File: src/fac_pkg.sv
// Shared types and constants for the frustum box culler.
package fac_pkg;

  localparam int NUM_PLANES = 6;
  localparam int NUM_COLS   = 4;
  localparam int NUM_ROWS   = 4;
  localparam int NUM_AXES   = 3;
  localparam int COORD_W    = 32;
  localparam int COEF_W     = COORD_W + 1;
  localparam int PROD_W     = COEF_W + COORD_W;
  localparam int D_SHIFT    = 16;
  localparam int DTERM_W    = COEF_W + D_SHIFT;
  localparam int SUM_W      = PROD_W + 2;

  localparam logic KIND_LOAD = 1'b0;
  localparam logic KIND_BOX  = 1'b1;

  localparam logic [2:0] PL_LEFT   = 3'd0;
  localparam logic [2:0] PL_RIGHT  = 3'd1;
  localparam logic [2:0] PL_BOTTOM = 3'd2;
  localparam logic [2:0] PL_TOP    = 3'd3;
  localparam logic [2:0] PL_NEAR   = 3'd4;
  localparam logic [2:0] PL_FAR    = 3'd5;

  typedef logic [NUM_COLS-1:0][COORD_W-1:0] row_t;
  typedef row_t [NUM_ROWS-1:0] matrix_t;
  typedef logic [NUM_AXES-1:0][COORD_W-1:0] vec3_t;

  typedef struct packed {
    logic [NUM_AXES-1:0][COEF_W-1:0] n;
    logic [COEF_W-1:0]               d;
  } plane_t;

  typedef plane_t [NUM_PLANES-1:0] plane_set_t;

endpackage

File: src/fac_planes.sv
// Matrix rows and the six frustum planes formed from them.
module fac_planes
  import fac_pkg::*;
(
  input  logic                         clk,
  input  logic                         rst_n,
  input  logic                         load_en,
  input  logic [$clog2(NUM_ROWS)-1:0]  row_index,
  input  row_t                         row_data,
  output plane_set_t                   planes
);

  matrix_t    mat_r;
  matrix_t    mat_nxt;
  plane_set_t planes_r;
  plane_set_t planes_nxt;

  logic [NUM_COLS-1:0][COEF_W-1:0] w_ext;
  logic [NUM_COLS-1:0][COEF_W-1:0] x_ext;
  logic [NUM_COLS-1:0][COEF_W-1:0] y_ext;
  logic [NUM_COLS-1:0][COEF_W-1:0] z_ext;
  logic [NUM_PLANES-1:0][NUM_COLS-1:0][COEF_W-1:0] coef;

  always_comb begin
    mat_nxt = mat_r;
    mat_nxt[row_index] = row_data;
  end

  always_comb begin
    for (int c = 0; c < NUM_COLS; c++) begin
      w_ext[c] = {mat_nxt[3][c][COORD_W-1], mat_nxt[3][c]};
      x_ext[c] = {mat_nxt[0][c][COORD_W-1], mat_nxt[0][c]};
      y_ext[c] = {mat_nxt[1][c][COORD_W-1], mat_nxt[1][c]};
      z_ext[c] = {mat_nxt[2][c][COORD_W-1], mat_nxt[2][c]};
      coef[PL_LEFT][c]   = w_ext[c] + x_ext[c];
      coef[PL_RIGHT][c]  = w_ext[c] - x_ext[c];
      coef[PL_BOTTOM][c] = w_ext[c] + y_ext[c];
      coef[PL_TOP][c]    = w_ext[c] - y_ext[c];
      coef[PL_NEAR][c]   = z_ext[c];
      coef[PL_FAR][c]    = w_ext[c] - z_ext[c];
    end
    for (int p = 0; p < NUM_PLANES; p++) begin
      for (int j = 0; j < NUM_AXES; j++) begin
        planes_nxt[p].n[j] = coef[p][j];
      end
      planes_nxt[p].d = coef[p][NUM_COLS-1];
    end
  end

  always_ff @(posedge clk) begin
    if (!rst_n) begin
      mat_r    <= '0;
      planes_r <= '0;
    end else if (load_en) begin
      mat_r    <= mat_nxt;
      planes_r <= planes_nxt;
    end
  end

  assign planes = planes_r;

  a_near_tracks_row2: assert property (@(posedge clk) disable iff (!rst_n)
    planes_r[PL_NEAR].d == {mat_r[2][3][COORD_W-1], mat_r[2][3]})
    else $error("near plane offset differs from stored row 2");

  a_far_tracks_rows: assert property (@(posedge clk) disable iff (!rst_n)
    planes_r[PL_FAR].n[0] == ({mat_r[3][0][COORD_W-1], mat_r[3][0]}
                            - {mat_r[2][0][COORD_W-1], mat_r[2][0]}))
    else $error("far plane normal differs from stored rows");

  a_load_writes_row: assert property (@(posedge clk) disable iff (!rst_n)
    load_en |=> mat_r[$past(row_index)] == $past(row_data))
    else $error("row load not captured");

endmodule

File: config.mk
export PLATFORM = sky130hd
export DESIGN_NAME = fac_planes
export DESIGN_NICKNAME = d
export VERILOG_FILES = /design/src/fac_pkg.sv /design/src/fac_planes.sv
export SDC_FILE = /design/constraint.sdc
export NUM_CORES = 2
export LEC_CHECK = 0
export BUFFER_PORTS_ARGS = -buffer_cell sky130_fd_sc_hd__buf_2
export CAP_MARGIN = 20
export CELL_PAD_IN_SITES_DETAIL_PLACEMENT = 1
export CELL_PAD_IN_SITES_GLOBAL_PLACEMENT = 2
export CORE_MARGIN = 5
export CORE_UTILIZATION = 38
export DETAILED_ROUTE_END_ITERATION = 12
export HOLD_SLACK_MARGIN = 0.12
export PLACE_DENSITY = 0.95
export SKIP_LAST_GASP = 1
export SLEW_MARGIN = 15
export SYNTH_ARGS = -nofsm -noshare
export SYNTH_HDL_FRONTEND = slang
export SYNTH_SLANG_ARGS = --single-unit
File: constraint.sdc
create_clock -name clk -period 14.5 [get_ports clk]
set_clock_uncertainty 0.05 [all_clocks]
set_input_delay 0.725 -clock clk [delete_from_list [all_inputs] [get_ports clk]]
set_output_delay 0.725 -clock clk [all_outputs]
set_load 0.005 [all_outputs]
# Word level (Yosys, flattened, before mapping)
# Cells that the tools add are included.
# classes
n_reduce_logical,1
addsub,20
muxes,3
order_cmp,2
# ops
operator,n
$bwmux W512,1
$sub A32 B32 Y33,12
$add A32 B32 Y33,8
$demux W128 S2,1
$mux W128,1
$lt A2 B3 Y1 const B,1
$ge A2 B1 Y1 const B,1
$logic_and A1 B1 Y1,1
# totals
elab_cells,66
register_bits,1300
output_inout_bits,792

# Depth between registers and ports, before layout
# depth
word_depth,6
ltp_mapped,25

# Worst setup path before layout
# OpenSTA, ideal clock, no wires.
# synth_path
path_kind,input -> register
start,input row_index[1]
end,register planes_r (netlist bit planes[355])
n_path_buf,8
required_ns,14.318
setup_time_ns,0.132
path_stages,24
slack_ns,8.606
arrival_time_ns,5.711
path_cell_list,buf_6 -> buf_4 -> buf_4 -> buf_4 -> buf_6 -> buf_2 -> nor2_1 -> clkbuf_1 -> clkbuf_1 -> mux2i_1 -> inv_1 -> ha_1 -> a21o_1 -> a21oi_1 -> o211ai_1 -> a221oi_1 -> o31ai_1 -> a2111oi_0 -> nor3_1 -> and4_1 -> a2111oi_2 -> a221o_1 -> xnor2_1 -> a21oi_1
# synth_lines
item,line,text
start: declaration,fac_planes.sv:8,"input logic [$clog2(NUM_ROWS)-1:0] row_index,"
end signal: assignment,fac_planes.sv:56,planes_r <= planes_nxt;
end: declaration,fac_planes.sv:15,plane_set_t planes_r;

==> flow_summary.yaml <==
outcome:
  status: "finished clean"
global_route:
  antenna_found_initial: 27
  grt_max_degree: 176
  grt_pass1_wl_microns: 493000
  grt.overflow.total: 0
  grt_pass1_vias: 77100
  track_usage: 0.293
power_and_ir_drop:
  ir_drop_mv: 0.127
  combinationalPowerShare: 0.329
  seq_power_share: 0.329
  sw_frac_of_total: 0.369
  clkPwrFrac: 0.342
  p_int_mw: 7.35
  powerDensity_mw_per_mm2: 131
  p_switching_mw: 4.30
  p_leak_nw: 40.0
finish:
  drive_above_1_share: 0.129
  nNetsFinal: 11000
  syn2layout_area_growth_pct: 13.0
  fin_util: 0.432
clocking:
  post_cts_buffers: 0
  insertion_delay_ns: 0.83
  cts_sinks: 1164
  htreeDepth: 4
  cts_hold_buffers: 1
  clock_path_buffers: 3
  clkTransAtPathRegs_ns: 0.06
  cts_tree: "done"
  cts_resized: 0
  cts_root_buf: "clkbuf_16"
  cts_buffers: 145
worst_setup_path:
  reg2reg_depth: 15
  r2r_start: "mat_r[481]"
  crit_path_max_fanout: 39
  critPathRequiredTime_ns: 15.12
  arrival_ns: 7.45
  reg2reg_slack_ns: 9.17
  critical_path_class: "input pin to flop"
  reg2reg_to: "planes[295]"
  cp-end-kind: "flop"
  critPathLaunchType: "input pin"
sta:
  max_freq_mhz: 146
  min_period_ns: 6.83
  rsz0062_at_grt: "no"
  maxSlewViolCount: 0
  hold_viol_final: 0
  setup_ws_ns: 7.67
  min_period_over_period: 0.471
  relSlewSlack: 0.224
  fin_setup_tns_ns: 0
  tightest_slew_ns: 1.15
  setup_violations: 0
die:
  dieArea_sq_mm: 0.216
  io_pins: 925
  dieWidth_microns: 464
  rows: 166
  core_sq_mm: 0.205
  start_util: 0.383
  fp.dieH_microns: 464
logic_synthesis:
  netlist_area_sq_mm: 0.0784
  syn_avg_cell_area_sq_um: 7.89
  synth_edf_count: 0
  seq_area_frac_synth: 0.297
  netlist-cell-type-count: 115
  netlist_instances: 9942
  ys_dominant_reg_cell: "dfxtp_1"
  ys_ff_latch: 1164
  yosysWarnings: 0
  syn-num-nets: 10700
  synthArstFlopShare: 0
detailed_routing:
  wire_per_inst_microns: 25.4
  vias: 75600
  drtIter0Drc: 4769
  viasPerCell: 5.77
  drc: 0
  dr.pass1.iters: 6
  routed_wl_microns: 333000
  ant_nets: 0
job:
  maxCapViolCount: 0
hold_path:
  hold_class: "input pin to flop"
  holdPathStages: 3
  hold_end: "planes[535]"
  hp-start: "row_data[103]"
placed_design:
  gp_congestion: 0.964
  io_buffers: 924
  dpl_worst_slack_ns: 6.79
  hpwlAfterDp_microns: 252000
## synthesized netlist by cell type, types with 50 or more instances
master    instances  area, sq um
a311oi_1        131         1150
nor2_1         1381         5180
a21o_1          169         1270
xnor2_1         437         3830
nor3_1          119          596
a21oi_1         722         3610
nor2b_1         109          682
xor2_1          126         1100
inv_1           523         1960
nand2_1         805         3020
buf_4           148         1110
ha_1            600         7510
a211oi_1        598         4490
nand2b_1         98          613
o31ai_1          69          518
buf_1            71          267
dfxtp_1        1164        23300
nand3_1         111          556
and3_1           57          357
mux2i_1         478         4780
o21ai_0         406         2030
o21a_1           50          375
clkbuf_1        570         2140
o21bai_1        159         1190
a31oi_1          75          469
## worst max-delay path by stage
stage | from | end | slack, ns | cells after the start
finish | row_index[0] | planes[493] | 7.67 | 20
floorplan | row_index[1] | planes[355] | 8.61 | 24
global route | row_index[0] | planes[493] | 7.30 | 20
CTS | row_index[0] | planes[493] | 7.65 | 20
detailed placement | row_index[0] | planes[493] | 6.79 | 20
global placement | row_index[0] | planes[493] | 7.04 | 20
## cell usage in the layout, fill, tap and decap left out, types with 23 or more instances in the layout
cell type / Yosys / layout
nor4_1: 37 / 37
and2_1: 25 / 24
o22ai_1: 26 / 26
xnor2_1: 437 / 437
nand3_1: 111 / 111
o21bai_1: 159 / 159
clkbuf_1: 570 / 28
nand4_1: 37 / 37
a22oi_1: 23 / 23
nor2_1: 1381 / 1377
a21o_1: 169 / 169
mux2i_1: 478 / 478
clkbuf_8: 0 / 28
a21oi_1: 722 / 722
o211ai_1: 40 / 40
a31oi_1: 75 / 75
nor3b_1: 27 / 27
xor2_1: 126 / 126
and3_1: 57 / 57
nor2b_1: 109 / 109
nand2b_1: 98 / 97
o21a_1: 50 / 50
o21ai_0: 406 / 406
nor3_1: 119 / 119
a311oi_1: 131 / 131
inv_1: 523 / 521
clkbuf_16: 0 / 150
o21ai_1: 45 / 45
buf_2: 21 / 920
o31ai_1: 69 / 69
a211oi_1: 598 / 598
a221oi_1: 24 / 24
or3_1: 46 / 46
nand2_1: 805 / 802
buf_4: 148 / 69
clkinv_2: 0 / 24
ha_1: 600 / 600
dfxtp_1: 1164 / 1164
## power groups by stage
stage | Sequential [mW] | Combinational (mW) | Clock [mW]
2_1_floorplan | 3.79 | 2.46 | 0
3_3_place_gp | 3.88 | 3.70 | 0
3_5_place_dp | 3.89 | 3.78 | 0
4_1_cts | 3.83 | 3.81 | 4.05
5_1_grt | 3.86 | 4.16 | 4.19
6_report | 3.83 | 3.84 | 3.98
## layout make-up
cell class | count | area (sq um)
clock inverter | 60 | 926
fill | 24900 | 116000
multi-input combinational | 7423 | 49400
inverter | 530 | 2000
antenna | 17 | 42.5
tap | 2688 | 3360
sequential | 1164 | 23300
timing repair buffer | 999 | 5300
clock buffer | 206 | 4240
## cell families (layout without fill, tap and decap cells)
logic type,count (synthesis),in the layout,synth area share
buf+inv,1355,1795,0.0735
mux,486,486,0.0623
simple gates,2936,2936,0.163
other cells,0,17,0
xor+xnor,563,563,0.0629
compound gates,2810,2810,0.239
flops,1164,1164,0.297
fa+ha+maj,628,628,0.102
## worst max-delay path, cell delays in order
cell and delay, ns:
buf_4 0.35, inv_2 0.36, nor2_4 0.19, buf_4 0.59
buf_4 0.83, mux2i_1 0.57, inv_1 0.10, ha_1 0.32
o21bai_1 0.15, a21oi_1 0.13, o21a_1 0.20, o31ai_1 0.55
a211oi_1 0.30, nor4_1 0.61, o31ai_1 0.24, a2111oi_0 0.57
a2111oi_0 0.16, o21bai_1 0.18, xor2_1 0.18, a21oi_1 0.09
## sequential cells by signal, indices dropped and copies added (netlist names)
name    count
planes    780
mat_r     384
## metal layers
metal / vias up / share of wire / global-route usage
li1: 35500 / - / -
met1: 37500 / 0.44 / 0.374
met2: 2015 / 0.46 / 0.482
met3: 559 / 0.051 / 0.0436
met4: 12 / 0.055 / 0.145
met5: - / 0.00030 / 0
## metrics by stage
step | power (mW) | hold WS, ns | area [sq um] | std cells
2_1_floorplan | 6.25 | 0.392 | 78400 | 9942
3_3_place_gp | 7.58 | 0.387 | 83400 | 12800
3_5_place_dp | 7.67 | 0.395 | 83400 | 12800
4_1_cts | 11.7 | 0.132 | 88600 | 13100
5_1_grt | 12.2 | 0.178 | 88600 | 13100
6_report | 11.6 | 0.206 | 88600 | 13100
Power figures use the tool's default switching activity.
